File: config.mk
export PLATFORM = sky130hd
export DESIGN_NAME = sem_root
export DESIGN_NICKNAME = d
export VERILOG_FILES = /design/src/sv/sem_pkg.sv /design/src/sv/sem_root.sv
export SDC_FILE = /design/constraint.sdc
export NUM_CORES = 1
export LEC_CHECK = 0
export ABC_AREA = 1
export BUFFER_PORTS_ARGS = -buffer_cell sky130_fd_sc_hd__buf_2
export CORE_ASPECT_RATIO = 1.5
export CORE_UTILIZATION = 70
export CTS_BUF_LIST = sky130_fd_sc_hd__clkbuf_8
export DETAILED_ROUTE_END_ITERATION = 10
export PLACE_DENSITY = 0.92
export SLEW_MARGIN = 20
export SYNTH_ARGS = -nofsm -noshare
export SYNTH_HDL_FRONTEND = slang
export SYNTH_SLANG_ARGS = --single-unit
File: constraint.sdc
create_clock -name clk -period 9.5 [get_ports clk]
set_input_delay 0.475 -clock clk [delete_from_list [all_inputs] [get_ports clk]]
set_output_delay 0.475 -clock clk [all_outputs]
set_load 0.01 [all_outputs]
File: src/sv/sem_pkg.sv
`timescale 1ns / 1ps
package sem_pkg;
	localparam int MaxWidth = 2048;
	localparam int MaxHeight = 2048;
	localparam int ColW = $clog2(MaxWidth);
	localparam int DimW = 12;
	localparam int CntW = 24;
	localparam int SqW = 17;
	localparam logic [0:0] REG_WIDTH = 1'b0;
	localparam logic [0:0] REG_HEIGHT = 1'b1;

	typedef logic [23:0] pix_t;

	// one channel's 3x3 neighborhood, already masked
	typedef struct packed {
		logic [2:0][2:0][7:0] g;
	} win_t;

	function automatic logic [DimW-1:0] clamp_dim(input logic [DimW-1:0] v, input int mx);
		logic [DimW:0] m;
		m = (DimW+1)'(mx);
		if (v == '0) return DimW'(1);
		if ({1'b0, v} > m) return DimW'(mx);
		return v;
	endfunction
endpackage

File: src/sv/sem_root.sv
`timescale 1ns / 1ps
// Rounded integer square root, one result bit per cycle.
module sem_root (
	input  logic                    clk,
	input  logic                    arst_n,
	input  logic                    start,
	input  logic [sem_pkg::SqW-1:0] m,
	output logic                    busy,
	output logic                    done,
	output logic [7:0]              root
);
	logic [sem_pkg::SqW-1:0] m_q;
	logic [7:0] s_q, bit_q;
	logic [7:0] t;
	logic [16:0] tt, ss;

	assign t = s_q | bit_q;
	assign tt = 17'(t * t);
	assign ss = 17'(s_q * s_q) + 17'(s_q);

	always_ff @(posedge clk or negedge arst_n) begin
		if (!arst_n) begin
			busy <= 1'b0;
			done <= 1'b0;
		end else begin
			done <= 1'b0;
			if (start) busy <= 1'b1;
			else if (busy && bit_q == '0) begin
				busy <= 1'b0;
				done <= 1'b1;
			end
		end
	end

	always_ff @(posedge clk) begin
		if (start) begin
			m_q <= m;
			s_q <= '0;
			bit_q <= 8'h80;
		end else if (busy) begin
			if (bit_q != '0) begin
				if (tt <= m_q) s_q <= t;
				bit_q <= bit_q >> 1;
			end else begin
				if (m_q > 17'd65280) root <= 8'hFF;
				else if (m_q > ss) root <= s_q + 8'd1;
				else root <= s_q;
			end
		end
	end
endmodule

Word-level counts from Yosys, hierarchy flattened:

Cells that the tools add are included.

* $add $sub $neg: 2
* multiply operators: 2
* divide/modulo/power cells: 0
* $lt $le $gt $ge: 3
* equality and inequality tests: 0
* shift operators: 0
* mux-type cells: 5
* bitwise gates (word level): 3
* reductions and logical operators: 7

Operators by type and width (count)
* $mul 8x8->16: 2
* $add 16x8->17: 1
* $gt 17x16->1 const B: 1
* $gt 17x17->1: 1
* $le 16x17->1: 1
* $add 8x1->8 const B: 1
* $logic_not 8->1: 1
* $mux 8: 1
* $or 8x8->8: 1
* $reduce_bool 8->1: 1
* $reduce_and 3->1: 2
* $mux 1: 4
* $not 1->1: 2
* $reduce_and 2->1: 1
* $reduce_bool 2->1: 1
* $logic_and 1x1->1: 1

* bits in registers: 43
* latch bits: 0
* RAM bits: 0
* memory bits (read-only): 0
* input port bits: 20
* output and inout bits: 10
* logic and storage cells: 28
* memories kept: 0

Depth between registers and ports, before layout:

* depth after elaboration: 4
* mapped depth: 31
* mapped depth without buffers: 30

Least setup slack after synthesis:

No wires, ideal clock.

* path kind: reg2reg
* start point: reg s_q[1]
* end point: reg s_q[5]
* library setup time: 0.119 ns
* arrival time: 4.926 ns
* data required time: 9.381 ns
* slack: 4.455 ns
* stages on the path, launching flop included: 24
* buffers on the path: 1
* clock period less this slack: 5.045 ns
* cells stage by stage: dfxtp_1 -> buf_6 -> nor2_1 -> nor2_1 -> fa_1 -> fa_1 -> inv_1 -> fa_1 -> fa_1 -> inv_1 -> ha_1 -> a21oi_1 -> o21ai_1 -> a21oi_2 -> o21ai_1 -> xor2_1 -> ha_1 -> nand4_2 -> nor2_1 -> nand3_1 -> nand3_1 -> nand2_2 -> nand3_1 -> o21ai_1

* longest elaborated chain between the ends: 4

Ends and longest elaborated chain
* start, declared: RTL line sem_root.sv:13 `logic [7:0] s_q, bit_q;`
* start signal, assigned: RTL line sem_root.sv:42 `if (tt <= m_q) s_q <= t;`
* $or 8x8->8: RTL line sem_root.sv:17 `assign t = s_q | bit_q;`
* $mul 8x8->16: RTL line sem_root.sv:18 `assign tt = 17'(t * t);`
* $le 16x17->1: RTL line sem_root.sv:42
* $reduce_and 3->1 (no source line)

No other way between the ends.
A chain may end at the register's enable or synchronous reset.

Final worst setup path:

* start point: reg s_q[6]
* end point: reg s_q[6]

* longest elaborated chain between the ends: 4

Ends and longest elaborated chain (RTL line)
* $or 8x8->8 *: sem_root.sv:17
* $mul 8x8->16: sem_root.sv:18
* $le 16x17->1: sem_root.sv:42
* $reduce_and 3->1 (no source line)

Every way passes the cells marked *; elsewhere a longest branch is shown, timed or not.

==> key figures <==
Status
  • Status: completed

Die
  • Starting density of the core: 72.0%
  • # rows: 41
  • Die width: 78.0 microns
  • # IOs: 30
  • Die Y: 116 microns
  • Core region area: 8410 sq um
  • Die area: 9040 sq um

Setup path
  • Worst reg-to-reg path cell count: 24
  • Worst setup path startpoint: s_q[6]
  • FF-to-FF End: s_q[6]
  • Worst setup EP type: register
  • RR Startpoint: s_q[6]
  • CP endpoint: s_q[6]
  • R2r setup slk: 3.51 ns
  • CP Data Required Time: 9.70 ns
  • Arrival time worst endpoint: 6.19 ns
  • Startpoint types: register
  • CP Class: reg -> reg
  • CP max FO: 14

Yosys
  • Post-synth top area share: 19.4%
  • Sequential-to-total area share from yosys stat: 18.5%
  • YS warnings: 0
  • Number of flops mapped to enable cells by yosys: 25
  • Cell Area, Synth: 6060 sq um
  • Syn Area/Cell: 8.24 sq um
  • Area leader, netlist: ha_1
  • Ranking of synthesized cells by area: ha_1, fa_1, edfxtp_1
  • FF+latch count, synth: 43
  • Syn Nets: 907
  • Syn Inst Count: 735
  • Yosys cell types: 40
  • Most common flop cell mapped by yosys: edfxtp_1
  • Ys async rst share: 4.65%

GRT
  • Global-route wire length before repair: 22300 microns
  • Largest net degree at the start of global routing: 28
  • GRT Total Usage: 31.9%
  • GRT overflow: 0
  • Vias in the first global route: 5334
  • Initial antenna violation count: 0

Detailed routing
  • Pre-antenna DRT Iters: 6
  • Initial drt markers: 320
  • DRC errors left: 0
  • Antenna-violating nets left: 0
  • Vias per cell: 5.64
  • DR WL/cell: 15.1 microns
  • DR vias: 4909
  • Final WL: 13200 microns

CTS
  • CTS Root Cell: clkbuf_8
  • Number of buffers created by CTS: 5
  • H-tree depth: 2
  • CTS clk-pin slew, worst paths: 0.10 ns
  • Later-pin clock latency in the skew report: 0.33 ns
  • Maximum root-to-sink buffer count: 2
  • CTS tree: built
  • Clk sink count: 43

STA
  • Fin crit share: 63.1%
  • WHS: 0.316 ns
  • Actual slew at the worst max-slew pin: 0.662 ns
  • Fin. max-slew vios: 0
  • Max frequency: 0.167 GHz
  • Clock Skew: 0.0153 ns
  • Post-layout min period: 5.99 ns
  • Post-Route Setup TNS: 0 ns
  • Final setup vio count: 0
  • Slew headroom: 55.7%
  • Final hold violations: 0
  • RSZ-0062 raised after global routing: no

Hold path
  • Hold WC Path Type: in -> reg
  • Hold depth: 1

Pwr
  • Combinational Power Share: 61.7%
  • Net Sw Frac: 50.3%
  • Net Switching: 0.528 mW
  • Sequential Power Share: 26.2%
  • Clock power frac: 12.2%
  • VDD IR-drop max: 0.154 mV
  • Leak: 3.46 nW
  • Pwr/cell area: 165 nW/um^2
  • Cell-internal power: 0.521 mW

Placed design
  • Buffers on Ports: 29
  • Detail Placement HPWL: 11100 microns
  • Routability cong.: 0.912

Final layout
  • Fillers: 621
  • Area delta synth->final: 4.65%
  • Layout cells sized above 1: 9.57%
  • Final #Nets: 934
  • Ant diodes: 0

Flow run
  • # Max-Cap Violations: 0
[cell usage after synthesis (2+ instances only)]
master    count
xnor2_1      14
nor2_1       62
nor2_2        4
buf_6         8
nand4_2       2
nand2_1     112
edfxtp_1     25
o22ai_1       6
o21ai_2       2
dfxtp_1      16
inv_1       168
o21ai_1      15
a21oi_2       4
a211oi_1      2
a21oi_1      35
xor2_1       24
nor2_4        2
nor4_1        4
a21o_1        2
nand2_2       4
nand3_1      33
dfrtp_1       2
conb_1        2
ha_1         94
fa_1         58
nand3_4       2
nand4_1       7
inv_2        11
o21ai_0       4
[cell type report]
class	count	area [sq um]	area share, %
clock inverter	3	22.5	0.355
clock buffer	5	68.8	1.09
tap	107	134	2.11
timing repair buffer	30	155	2.45
multi-input combinational	503	4170	65.7
inverter	179	672	10.6
sequential	43	1120	17.7
[placed cells by master, fill, tap and decap left out, types with 4 or more instances in the layout]
| master | synthesis | final |
|---|---|---|
| a21oi_1 | 35 | 35 |
| a21oi_2 | 4 | 4 |
| buf_2 | 1 | 29 |
| clkbuf_8 | 0 | 5 |
| dfxtp_1 | 16 | 16 |
| edfxtp_1 | 25 | 25 |
| fa_1 | 58 | 58 |
| ha_1 | 94 | 94 |
| inv_1 | 168 | 168 |
| inv_2 | 11 | 11 |
| nand2_1 | 112 | 112 |
| nand2_2 | 4 | 4 |
| nand3_1 | 33 | 33 |
| nand4_1 | 7 | 7 |
| nor2_1 | 62 | 62 |
| nor2_2 | 4 | 4 |
| nor4_1 | 4 | 4 |
| o21ai_0 | 4 | 4 |
| o21ai_1 | 15 | 15 |
| o22ai_1 | 6 | 6 |
| xnor2_1 | 14 | 14 |
| xor2_1 | 24 | 24 |
[flip-flops by register name (all words and copies together) (netlist names)]
register / count
done: 1
s_q: 8
root: 8
busy: 1
m_q: 17
bit_q: 8
[power groups by stage]
stage | Combinational (mW) | Sequential (mW) | Clock, mW
4_1_cts | 0.642 | 0.273 | 0.128
5_1_grt | 0.723 | 0.278 | 0.133
3_5_place_dp | 0.636 | 0.277 | 0
2_1_floorplan | 0.502 | 0.256 | 0
6_report | 0.647 | 0.274 | 0.128
3_3_place_gp | 0.595 | 0.276 | 0
[worst max-delay path: stages, from the launching register on]
cell	delay (ns)
dfxtp_1	0.71
nor2_1	0.29
nor2_1	0.26
inv_1	0.10
fa_1	0.51
inv_1	0.05
fa_1	0.48
inv_1	0.05
fa_1	0.51
fa_1	0.57
inv_1	0.05
ha_1	0.34
a21oi_1	0.19
o21ai_1	0.09
a21oi_2	0.21
o21ai_1	0.11
xor2_1	0.17
ha_1	0.31
nand4_2	0.14
nor2_1	0.19
nand3_1	0.11
nand3_1	0.11
nand2_2	0.13
nand3_1	0.11
o21ai_1	0.08
[per-stage QoR]
stage	std cells	power (mW)	utilization, %	instance area [sq um]	setup WS (ns)
3_3_place_gp	861	0.871	74.2	6240	3.81
2_1_floorplan	735	0.758	-	6060	4.46
6_report	870	1.05	75.4	6340	3.51
3_5_place_dp	861	0.913	74.2	6240	3.58
5_1_grt	870	1.13	75.4	6340	3.08
4_1_cts	870	1.04	75.4	6340	3.57
[timing repair]
| action | 4_1_cts | 5_1_grt |
|---|---|---|
| resized for setup | 0 | 0 |
| buffers inserted | 0 | 0 |
| hold endpoints to repair | 2 | 0 |
| hold buffers | 1 | 0 |
[how the worst min path moves through the flow]
stage | startpoint | end | slack (ns)
6_report | m[2] | m_q[2] | 0.32
3_3_place_gp | arst_n | done | 0.26
2_1_floorplan | arst_n | busy | 0.18
4_1_cts | m[2] | m_q[2] | 0.31
3_5_place_dp | arst_n | busy | 0.26
5_1_grt | m[4] | m_q[4] | 0.31
[routing by layer]
metal / vias to the layer above / track usage (%) / part of all wire, %
li1: 2345 / - / -
met1: 2322 / 32.6 / 36
met2: 190 / 61.9 / 55
met3: 52 / 4.41 / 4.9
met4: 0 / 17.4 / 4.1
met5: - / 0 / 0
[cells by family after synthesis]
group / Yosys count / synth area share (%)
compound gates: 73 / 6.90
other cells: 2 / 0.124
fa+ha+maj: 152 / 38.6
flops: 43 / 18.5
mux: 1 / 0.165
xor+xnor: 38 / 5.49
buf+inv: 189 / 12.7
simple gates: 237 / 17.5
Note: power is estimated with default switching activity, not from simulation.
