[src/sv/sem_pkg.sv]
`timescale 1ns / 1ps
package sem_pkg;
	localparam int MaxWidth = 2048;
	localparam int MaxHeight = 2048;
	localparam int ColW = $clog2(MaxWidth);
	localparam int DimW = 12;
	localparam int CntW = 24;
	localparam int SqW = 17;
	localparam logic [0:0] REG_WIDTH = 1'b0;
	localparam logic [0:0] REG_HEIGHT = 1'b1;

	typedef logic [23:0] pix_t;

	// one channel's 3x3 neighborhood, already masked
	typedef struct packed {
		logic [2:0][2:0][7:0] g;
	} win_t;

	function automatic logic [DimW-1:0] clamp_dim(input logic [DimW-1:0] v, input int mx);
		logic [DimW:0] m;
		m = (DimW+1)'(mx);
		if (v == '0) return DimW'(1);
		if ({1'b0, v} > m) return DimW'(mx);
		return v;
	endfunction
endpackage

[src/sv/sem_grad.sv]
`timescale 1ns / 1ps
// One lane: Sobel gx/gy squared sum for one channel, registered.
module sem_grad (
	input  logic                   clk,
	input  logic                   en,
	input  sem_pkg::win_t          win,
	output logic [sem_pkg::SqW-1:0] mag2_s2
);
	logic signed [11:0] gx, gy;
	logic signed [11:0] gx_s1, gy_s1;
	logic [21:0] sx, sy;

	always_comb begin
		gx = 12'(signed'({4'b0, win.g[0][2]})) - 12'(signed'({4'b0, win.g[0][0]}))
			+ 12'(signed'({3'b0, win.g[1][2], 1'b0})) - 12'(signed'({3'b0, win.g[1][0], 1'b0}))
			+ 12'(signed'({4'b0, win.g[2][2]})) - 12'(signed'({4'b0, win.g[2][0]}));
		gy = 12'(signed'({4'b0, win.g[2][0]})) - 12'(signed'({4'b0, win.g[0][0]}))
			+ 12'(signed'({3'b0, win.g[2][1], 1'b0})) - 12'(signed'({3'b0, win.g[0][1], 1'b0}))
			+ 12'(signed'({4'b0, win.g[2][2]})) - 12'(signed'({4'b0, win.g[0][2]}));
	end

	always_ff @(posedge clk) begin
		if (en) begin
			gx_s1 <= gx;
			gy_s1 <= gy;
		end
	end

	assign sx = 22'(gx_s1 * gx_s1);
	assign sy = 22'(gy_s1 * gy_s1);

	logic [22:0] sum;
	assign sum = {1'b0, sx} + {1'b0, sy};

	// saturate: anything above 65280 rounds to 255 anyway
	always_ff @(posedge clk) begin
		if (en) mag2_s2 <= (sum > 23'd65535) ? '1 : sem_pkg::SqW'(sum);
	end
endmodule

[config.mk]
export PLATFORM = sky130hd
export DESIGN_NAME = sem_grad
export DESIGN_NICKNAME = d
export VERILOG_FILES = /design/src/sv/sem_pkg.sv /design/src/sv/sem_grad.sv
export SDC_FILE = /design/constraint.sdc
export NUM_CORES = 1
export LEC_CHECK = 0
export BUFFER_PORTS_ARGS = -buffer_cell sky130_fd_sc_hd__buf_2
export CAP_MARGIN = 20
export CORE_ASPECT_RATIO = 0.5
export CORE_MARGIN = 1
export CORE_UTILIZATION = 25
export CTS_CLUSTER_SIZE = 14
export DETAILED_ROUTE_END_ITERATION = 8
export GPL_TIMING_DRIVEN = 1
export PLACE_DENSITY = 0.46
export SLEW_MARGIN = 5
export SYNTH_ARGS = -nofsm -noshare
export SYNTH_HDL_FRONTEND = slang
export SYNTH_SLANG_ARGS = --single-unit
[constraint.sdc]
create_clock -name clk -period 9.3 [get_ports clk]
set_input_delay 1.86 -clock clk [delete_from_list [all_inputs] [get_ports clk]]
set_output_delay 1.86 -clock clk [all_outputs]
set_load 0.02 [all_outputs]
Word level (Yosys, flattened, before mapping)
Index checks and enable logic that the tools add are counted.
{ "op_classes": {"n_addsub": 11, "n_mul": 2, "order_cmp": 1} }
{ "ops": {"columns": ["operator", "count"], "rows": [
  ["12-bit by 12-bit multiplier with 22-bit output", 2],
  ["12-bit by 9-bit adder with 12-bit output", 2],
  ["11-bit by 10-bit subtractor with 12-bit output", 2],
  ["12-bit by 9-bit subtractor with 12-bit output", 2],
  ["22-bit by 22-bit adder with 23-bit output", 1],
  ["23-bit by 16-bit > comparator with 1-bit output (second input constant)", 1],
  ["9-bit by 10-bit adder with 11-bit output", 2],
  ["8-bit by 8-bit subtractor with 9-bit output", 2]
]} }
{ "word_totals": {"wordCells": 17, "ff_bits": 41} }

Longest topological paths before layout
Gate-level depths: netlist of the first run.
{ "logic_depth": {"ltp_word": 5, "ltp_mapped": 34, "ltp_nobuf": 31} }

Least setup slack after synthesis of the first run
No wires, ideal clock.
{ "synth_path": {"path_type": "reg-to-reg", "from": "reg gx_s1[11]", "to": "reg mag2_s2[13] (netlist name), data pin", "slack_ns": 1.591, "n_path_buf": 3, "required_time_ns": 9.041, "arrival_time_ns": 7.450, "stages_incl_launch_ff": 32, "synth_period_minus_slack_ns": 7.709, "path_cell_list": "edfxtp_1 clkbuf_1 inv_1 clkbuf_1 nor2_1 fa_1 inv_1 fa_1 inv_1 fa_1 fa_1 inv_1 fa_1 inv_1 ha_1 or4_1 o21bai_1 a221oi_1 nor2_1 o21a_1 nor2_1 xnor2_1 ha_1 nor2b_1 or3_1 a21oi_1 o21ai_0 a311o_1 a221o_1 nor4_4 buf_6 nand2_1"} }
{ "synth_between": {"elab_chain_len": 3} }
{ "synth_rtl": {"columns": ["item", "line_no", "rtl"], "rows": [
  ["from (decl)", "sem_grad.sv:10", "logic signed [11:0] gx_s1, gy_s1;"],
  ["from (signal assigned)", "sem_grad.sv:24", "gx_s1 <= gx;"],
  ["12-bit by 12-bit multiplier with 22-bit output *", "sem_grad.sv:29", "assign sx = 22'(gx_s1 * gx_s1);"],
  ["22-bit by 22-bit adder with 23-bit output *", "sem_grad.sv:33", "assign sum = {1'b0, sx} + {1'b0, sy};"],
  ["23-bit by 16-bit > comparator with 1-bit output", "sem_grad.sv:37", "if (en) mag2_s2 <= (sum > 23'd65535) ? '1 : sem_pkg::SqW'(sum);"],
  ["to (signal assigned)", "sem_grad.sv:37", null],
  ["to (decl)", "sem_grad.sv:7", "output logic [sem_pkg::SqW-1:0] mag2_s2"]
]} }
Every way passes the cells marked *; elsewhere a longest branch is shown, timed or not.
A chain may end at the register's enable or synchronous reset.

Final worst setup path of the first run
{ "layout_path": {"from": "reg gx_s1[5]", "to": "reg mag2_s2[6] (netlist name), data pin"} }
Same word-level chain as after synthesis.

==> qor.yml, run 1 <==
tightest_slew_ps: 710
outcome: "completed"
cpMaxStageDelayCell: "edfxtp_1"
ys_async_sr_fraction: 0
grt_max_degree: 42
finalSetupTns_ps: 0
antenna_found_initial: 4
finalNetCount: 2168
cts_num_sinks: 41
finalHoldViolCount: 0
arrival_ps: 8330
vias_per_cell: 4.09
synth_ff_type: "edfxtp_1"
gp_congestion: 0.778
synth_cells: 1563
synth_edf_count: 41
drt-pass1-iter-count: 5
io_pins: 91
critPathMaxStageDelay_ps: 800
syn-num-nets: 2091
r2r_setup_slack_ps: 1020
drt_wl_total_mm: 32.3
drv_cap: 0
slew_headroom: 0.526
syn2layout_area_growth_pct: 10.5
fin_hold_ws_ps: 1160
yosys-top-cells-count: "inv_1 (482), fa_1 (273), ha_1 (181)"
gr-usage-all-layers: 0.119
grt_pass1_vias: 10300
clock_skew_ps: 11.7
crit_fanout: 17
cts-root-buf: "clkbuf_16"
cp-start-kind: "flop"
io_buffers: 82
clk_pin_slew_ps: 60
final_antenna_net_count: 0
hold_buffers: 0
cts_max_level: 2
via_count: 9811
die_w_um: 339
initial_core_util: 0.255
timing.fmax_mhz: 121
required_ps: 9340
clk_latency_ps: 310
rsz0062_at_grt: "false"
synth_top_area_frac: 0.384
die-area_mm2: 0.0579
cts_tree: "yes"
synth_area_leaders: "fa_1 (38%), ha_1 (16%), inv_1 (13%)"
grt_first_pass_wirelength_mm: 53.4
synth_cell_types: 56
rows: 61
yosysWarnings: 0
post_cts_resized: 0
cts_setup_buffers: 0
core_area_mm2: 0.0559
yosysSeqAreaShare: 0.0865
crit_top_cell: "fa_1"
drc: 0
wl_per_cell_um: 13.5
grt_overflow: 0
postPlaceCellArea_mm2: 0.0156
setup_violations: 0
drt_iter0_markers: 355
syn_area_mm2: 0.0142
path_class: "flop to flop"
fin_crit_sh: 0.891
synth_seq_cells: 41
hpwl_mm: 28.9
numCtsBuffers: 5
drive_above_1_share: 0.0707
fin_area_mm2: 0.0157
clk_path_buf_depth: 2
fp.dieH_um: 171
syn_area_per_cell_um2: 9.10
synth.most_common_cell: "inv_1"
worst_setup_path_end_kind: "flop"
maxSlewViolCount: 0
finalCriticalPeriod_ps: 8280
min_path_type: "flop to flop"
yosysTopAreaCell: "fa_1"
-- critical path: cells and delay by family, from the launching register on --
kind	cells	cell delay [ps]
compound gates	8	1680
xor+xnor	1	80
fa+ha+maj	7	3080
buf+inv	5	620
flops	1	800
simple gates	7	1720
-- final cells by class --
class                   count  area (µm²)
fillers                  6073       40100
multi-input cells        1014       11100
inverters                 483        1810
flip-flops and latches     41        1230
well taps                 756         946
repair buffers             95         508
clock buffers               6         129
clock inverters             1        8.76
diodes                      2        5.00
-- metrics by stage --
step	std cells	utilization	setup slack [ps]
CTS	2396	0.281	966
detailed placement	2389	0.279	989
global placement	2389	0.279	1050
finish	2398	0.281	1020
floorplan	1563	-	1590
global route	2396	0.281	558
-- cell usage in the layout, fill, tap and decap left out, types with 5 or more instances in the layout --
master     instances
nor3_1             7
buf_4             13
nor2_1            78
clkbuf_16          5
xor2_1            27
nand2_1          107
a21oi_1           52
buf_2             82
o21a_1            11
a31oi_1            5
nand2b_1          12
nand3_1            8
a211oi_1          10
o21ai_0           34
ha_1             181
xnor2_1           71
nor2b_1           10
o21bai_1          11
and2_1            37
inv_1            482
fa_1             273
edfxtp_1          41
a21o_1            22
-- sequential cells by signal (all words and copies together) (netlist names) --
register and cells:
gy_s1 12, gx_s1 12, mag2_s2 17
-- metal layers --
metal | global-route usage | part of all wire | up-vias
li1 | - | - | 4856
met1 | 0.155 | 0.47 | 4819
met2 | 0.212 | 0.49 | 118
met3 | 0.0150 | 0.031 | 16
met4 | 0.0202 | 0.011 | 2
met5 | 0 | 0.00031 | -
-- worst paths after layout --
check	startpoint	end	depth (start not counted)
setup / recovery	gx_s1[5]	mag2_s2[6]	28
hold / removal	gx_s1[0]	mag2_s2[0]	3
setup reg to reg	gx_s1[5]	mag2_s2[6]	28
hold reg to reg	gx_s1[0]	mag2_s2[0]	3
-- cell families after synthesis --
kind of cell / count (synthesis) / share of synthesized area
AOI/OAI and AO/OA: 174 / 0.0784
xor gates and xnor gates: 98 / 0.0603
adders and majority gates: 454 / 0.543
buffers and inverters: 508 / 0.135
DFF: 41 / 0.0865
muxes: 7 / 0.00528
and+or+nand+nor: 281 / 0.0916
Power of run 1 is not shown: default switching activity piles up to over one toggle a cycle in this logic, so the estimate is an artifact.
==> run 2, diff against run 1 <==
clock period = 9.2 ns   (was 9.3 ns; I/O delays follow)
==> qor.yml, run 2 (synthesis results as in run 1) <==
final_cell_mix: "inv_1 (482), fa_1 (273), ha_1 (181)"  # unchanged
die-area_mm2: 0.0579  # unchanged
pre_cts_slack_ps: 728  # was 989 ps
numCtsBuffers: 5  # unchanged
outcome: "completed"  # unchanged
via_count: 9712  # was 9811
fillCellCount: 6083  # was 6073
final_common_cell: "inv_1"  # unchanged
die_w_um: 339  # unchanged
clock_skew_ps: 9.87  # was 11.7 ps
finalHoldViolCount: 0  # unchanged
multi_input_area_mm2: 0.0111  # unchanged
antenna_found_initial: 3  # was 4
fin_crit_sh: 0.922  # was 0.891
setup_violations: 0  # unchanged
cts_tree: "yes"  # unchanged
regMostFlops: "mag2_s2"  # unchanged
cts_max_level: 2  # unchanged
io_pins: 91  # unchanged
drv_cap: 0  # unchanged
required_ps: 9240  # was 9340 ps
drt_wl_total_mm: 32.2  # was 32.3 mm
finalSetupTns_ps: 0  # unchanged
finalNetCount: 2173  # was 2168
hold_buffers: 0  # unchanged
wl_per_cell_um: 13.4  # was 13.5 µm
slew_headroom: 0.554  # was 0.526
cts_num_sinks: 41  # unchanged
syn2layout_area_growth_pct: 10.8  # was 10.5%
path_class: "flop to flop"  # unchanged
drt-pass1-iter-count: 5  # unchanged
clk_pin_slew_ps: 70  # was 60 ps
grt_pass1_vias: 10300  # about the same
grt_max_degree: 42  # unchanged
gr-usage-all-layers: 0.119  # about the same
finalCriticalPeriod_ps: 8490  # was 8280 ps
io_buffers: 82  # unchanged
critPathMaxStageDelay_ps: 590  # was 800 ps
clk_latency_ps: 310  # about the same
crit_fanout: 8  # was 17
vias_per_cell: 4.04  # was 4.09
timing.fmax_mhz: 118  # was 121 MHz
grt_overflow: 0  # unchanged
cpMaxStageDelayCell: "edfxtp_1"  # unchanged
worst_setup_path_end_kind: "flop"  # unchanged
cts_setup_buffers: 0  # unchanged
setup_ws_ps: 715  # was 1020 ps
initial_core_util: 0.255  # unchanged
core_area_mm2: 0.0559  # unchanged
grt_first_pass_wirelength_mm: 53.6  # was 53.4 mm
gp_congestion: 0.788  # was 0.778
clk_path_buf_depth: 2  # unchanged
post_cts_resized: 0  # unchanged
hpwl_mm: 29.1  # was 28.9 mm
min_path_type: "flop to flop"  # unchanged
drive_above_1_share: 0.0736  # was 0.0707
largest_reg_flops: 17  # unchanged
rows: 61  # unchanged
tightest_slew_ps: 670  # was 710 ps
cts-root-buf: "clkbuf_16"  # unchanged
rsz0062_at_grt: "false"  # unchanged
arrival_ps: 8520  # was 8330 ps
final_antenna_net_count: 0  # unchanged
drt_iter0_markers: 390  # was 355
largestRegisters: "mag2_s2 x17, gx_s1 x12, gy_s1 x12"  # unchanged
seqCellArea_mm2: 0.00123  # unchanged
fp.dieH_um: 171  # unchanged
maxSlewViolCount: 0  # unchanged
cp-start-kind: "flop"  # unchanged
drc: 0  # unchanged
==> run 2: area by class of cell <==
class,count,area share
sequential,41,0.0781
inverter,483,0.115
tap,756,0.0600
timing repair buffer,100,0.0346
clock inverter,1,0.000556
multi-input combinational,1014,0.703
clock buffer,6,0.00818
antenna,2,0.000318
==> run 2: routing by layer <==
metal / GRT usage / up-vias / part of all wire
met2: 0.213 / 86 / 0.49
met1: 0.158 / 4746 / 0.48
met5: 0 / - / 0.00040
li1: - / 4863 / -
met4: 0.0133 / 2 / 0.0064
met3: 0.0139 / 15 / 0.025
==> run 2: worst max-delay path: cells and delay by family (launching register included) <==
family,cells,cell delay (ps)
XOR/XNOR,1,80
buffers and inverters,6,800
adder cells (fa/ha/maj),7,3000
flip-flops,1,590
AO/OA/AOI/OAI,7,1770
AND/OR/NAND/NOR,8,1980
==> run 2: worst paths after layout <==
kind	startpoint	endpoint	slack (ps)	cells after the start
worst min-delay path	gy_s1[0]	mag2_s2[0]	1150	2
worst min register to register	gy_s1[0]	mag2_s2[0]	1150	2
worst max register to register	gx_s1[6]	mag2_s2[13]	710	29
worst max-delay path	gx_s1[6]	mag2_s2[13]	710	29
==> run 2: through the flow <==
step / hold slack [ps] / util / cells / area (µm²)
floorplan: 666 / - / 1563 / 14200
detailed placement: 1150 / 0.280 / 2394 / 15600
finish: 1150 / 0.282 / 2403 / 15800
global placement: 1160 / 0.280 / 2394 / 15600
global route: 1210 / 0.282 / 2401 / 15800
CTS: 1180 / 0.282 / 2401 / 15800
Power of run 2 is left out for the same reason.
==> run 3, diff against run 2 <==
ABC_AREA = 1   (was unset)
CORE_MARGIN = unset   (was 1)
==> qor.yml, run 3 <==
antenna_found_initial: 2  # was 3
min_path_type: "flop to flop"  # unchanged
tightest_slew_ps: 707  # was 670 ps
arrival_ps: 7290  # was 8520 ps
numCtsBuffers: 5  # unchanged
finalCriticalPeriod_ps: 7280  # was 8490 ps
synth_cell_types: 41  # was 56
io_buffers: 82  # unchanged
syn_area_per_cell_um2: 8.07  # was 9.10 µm²
die_w_um: 351  # was 339 µm
pre_cts_slack_ps: 1840  # was 728 ps
wl_per_cell_um: 12.3  # was 13.4 µm
clk_pin_slew_ps: 70  # about the same
synth_edf_count: 41  # unchanged
drive_above_1_share: 0.0612  # was 0.0736
fin_crit_sh: 0.792  # was 0.922
cts_num_sinks: 41  # unchanged
cp-start-kind: "flop"  # unchanged
grt_pass1_vias: 11800  # was 10.3k
drc: 0  # unchanged
via_count: 11000  # was 9712
core_area_mm2: 0.0597  # was 0.0559 mm²
finalHoldViolCount: 0  # unchanged
cts_max_level: 2  # unchanged
clk_latency_ps: 310  # about the same
cts_tree: "yes"  # unchanged
gr-usage-all-layers: 0.119  # about the same
yosysWarnings: 0  # unchanged
hold_buffers: 0  # unchanged
syn_area_mm2: 0.0152  # was 0.0142 mm²
fp.dieH_um: 176  # was 171 µm
critPathMaxStageDelay_ps: 720  # was 590 ps
final_cell_mix: "inv_1 (627), nand2_1 (319), fa_1 (273)"  # was inv_1 (482), fa_1 (273), ha_1 (181)
rsz0062_at_grt: "false"  # unchanged
post_cts_resized: 0  # unchanged
largest_reg_flops: 17  # unchanged
ys_async_sr_fraction: 0  # unchanged
startpoint: "gx_s1[3]"  # was gx_s1[6]
maxSlewViolCount: 0  # unchanged
cts-root-buf: "clkbuf_16"  # unchanged
outcome: "completed"  # unchanged
final_common_cell: "inv_1"  # unchanged
yosys-top-cells-count: "inv_1 (627), nand2_1 (319), fa_1 (273)"  # was inv_1 (482), fa_1 (273), ha_1 (181)
r2r_setup_slack_ps: 1920  # was 710 ps
finalSetupTns_ps: 0  # unchanged
hpwl_mm: 30.7  # was 29.1 mm
drt_iter0_markers: 477  # was 390
slew_headroom: 0.528  # was 0.554
crit_top_cell: "inv_1"
regMostFlops: "mag2_s2"  # unchanged
cpMaxStageDelayCell: "fa_1"  # was edfxtp_1
required_ps: 9210  # was 9240 ps
synth_top_area_frac: 0.359  # was 0.384
timing.fmax_mhz: 137  # was 118 MHz
grt_first_pass_wirelength_mm: 58.8  # was 53.6 mm
ff2ff_path_depth: 28  # was 29
drt_wl_total_mm: 34.0  # was 32.2 mm
setup_ws_ps: 1920  # was 715 ps
initial_core_util: 0.255  # about the same
gp_congestion: 0.845  # was 0.788
drv_cap: 0  # unchanged
grt_overflow: 0  # unchanged
finalNetCount: 2474  # was 2173
syn-num-nets: 2411  # was 2091
synth_ff_type: "edfxtp_1"  # unchanged
rows: 63  # was 61
synth_cells: 1883  # was 1563
r2r-end: "mag2_s2[12]"  # was mag2_s2[13]
yosysSeqAreaShare: 0.0810  # was 0.0865
crit_fanout: 17  # was 8
min_path_cells: 3  # was 2
cts_setup_buffers: 0  # unchanged
synth_seq_cells: 41  # unchanged
grt_max_degree: 42  # unchanged
timing.rr.start: "gx_s1[3]"  # was gx_s1[6]
setup_violations: 0  # unchanged
die-area_mm2: 0.0619  # was 0.0579 mm²
path_class: "flop to flop"  # unchanged
clock_skew_ps: 12.4  # was 9.87 ps
vias_per_cell: 3.99  # was 4.04
clk_path_buf_depth: 2  # unchanged
drt-pass1-iter-count: 5  # unchanged
syn2layout_area_growth_pct: 9.73  # was 10.8%
final_antenna_net_count: 0  # unchanged
largestRegisters: "mag2_s2 x17, gx_s1 x12, gy_s1 x12"  # unchanged
worstHoldStart: "gy_s1[0]"  # unchanged
io_pins: 91  # unchanged
synth.most_common_cell: "inv_1"  # unchanged
yosysTopAreaCell: "fa_1"  # unchanged
worst_setup_path_end_kind: "flop"  # unchanged
synth_area_leaders: "fa_1 (36%), inv_1 (15%), ha_1 (15%)"  # was fa_1 (38%), ha_1 (16%), inv_1 (13%)
hold_end: "mag2_s2[0]"  # unchanged
[run 3: changes by cell type after synthesis, sizes merged, moves of 28 or more]
| cell | previous run | this run |
|---|---|---|
| a21oi | 52 | 82 |
| and2 | 37 | 1 |
| inv | 483 | 628 |
| nand2 | 107 | 329 |
| nand3 | 8 | 36 |
| xnor2 | 71 | 38 |
| xor2 | 27 | 62 |
[run 3: layer usage]
| layer | track usage | part of all wire | wire, µm |
|---|---|---|---|
| met1 | 0.164 | 0.51 | 17200 |
| met3 | 0.0129 | 0.025 | 840 |
| met4 | 0.0187 | 0.011 | 388 |
| met5 | 0 | 0.00035 | 12 |
| met2 | 0.203 | 0.46 | 15600 |
[run 3: worst max-delay path: cells and delay by family, from the launching register on]
kind,cells,cell delay [ps]
XOR/XNOR,1,230
adder cells (fa/ha/maj),7,3430
buffers and inverters,7,480
flip-flops,1,700
AND/OR/NAND/NOR,13,2140
[run 3: area by class of cell]
class                           count  area [µm²]
Tap cell                          812        1020
Antenna cell                        2        5.00
Clock buffer                        5         125
Sequential cell                    41        1230
Inverter                          629        2360
Fill cell                        6574       43000
Timing Repair Buffer               83         418
Multi-Input combinational cell   1186       11500
Clock inverter                      2        35.0
[run 3: cells by family (layout without fill, tap and decap cells)]
| group | count (synthesis) | after routing | share of synthesized area |
|---|---|---|---|
| adders and majority gates | 454 | 454 | 0.508 |
| and+or+nand+nor | 491 | 491 | 0.136 |
| DFF | 41 | 41 | 0.0810 |
| AOI/OAI and AO/OA | 139 | 139 | 0.0518 |
| muxes | 2 | 2 | 0.00148 |
| xor gates and xnor gates | 100 | 100 | 0.0576 |
| other | 0 | 2 | 0 |
| buffers and inverters | 656 | 719 | 0.163 |
[run 3: worst max-delay path by stage]
stage                     cells after the start     endpoint  slack [ps]
after detailed placement                     28  mag2_s2[12]        1840
after global routing                         28  mag2_s2[12]        1250
after CTS                                    28  mag2_s2[12]        1810
after floorplan                              30  mag2_s2[10]        2860
after global placement                       28  mag2_s2[12]        1850
final                                        28  mag2_s2[12]        1920
[run 3: through the flow]
| step | utilization | cell area [µm²] | std cells | hold WS, ps |
|---|---|---|---|---|
| 2_1_floorplan | - | 15200 | 1883 | 703 |
| 3_3_place_gp | 0.277 | 16500 | 2751 | 1270 |
| 3_5_place_dp | 0.277 | 16500 | 2751 | 1260 |
| 4_1_cts | 0.279 | 16700 | 2758 | 1260 |
| 5_1_grt | 0.279 | 16700 | 2758 | 1310 |
| 6_report | 0.280 | 16700 | 2760 | 1260 |
Power of run 3 is left out for the same reason.
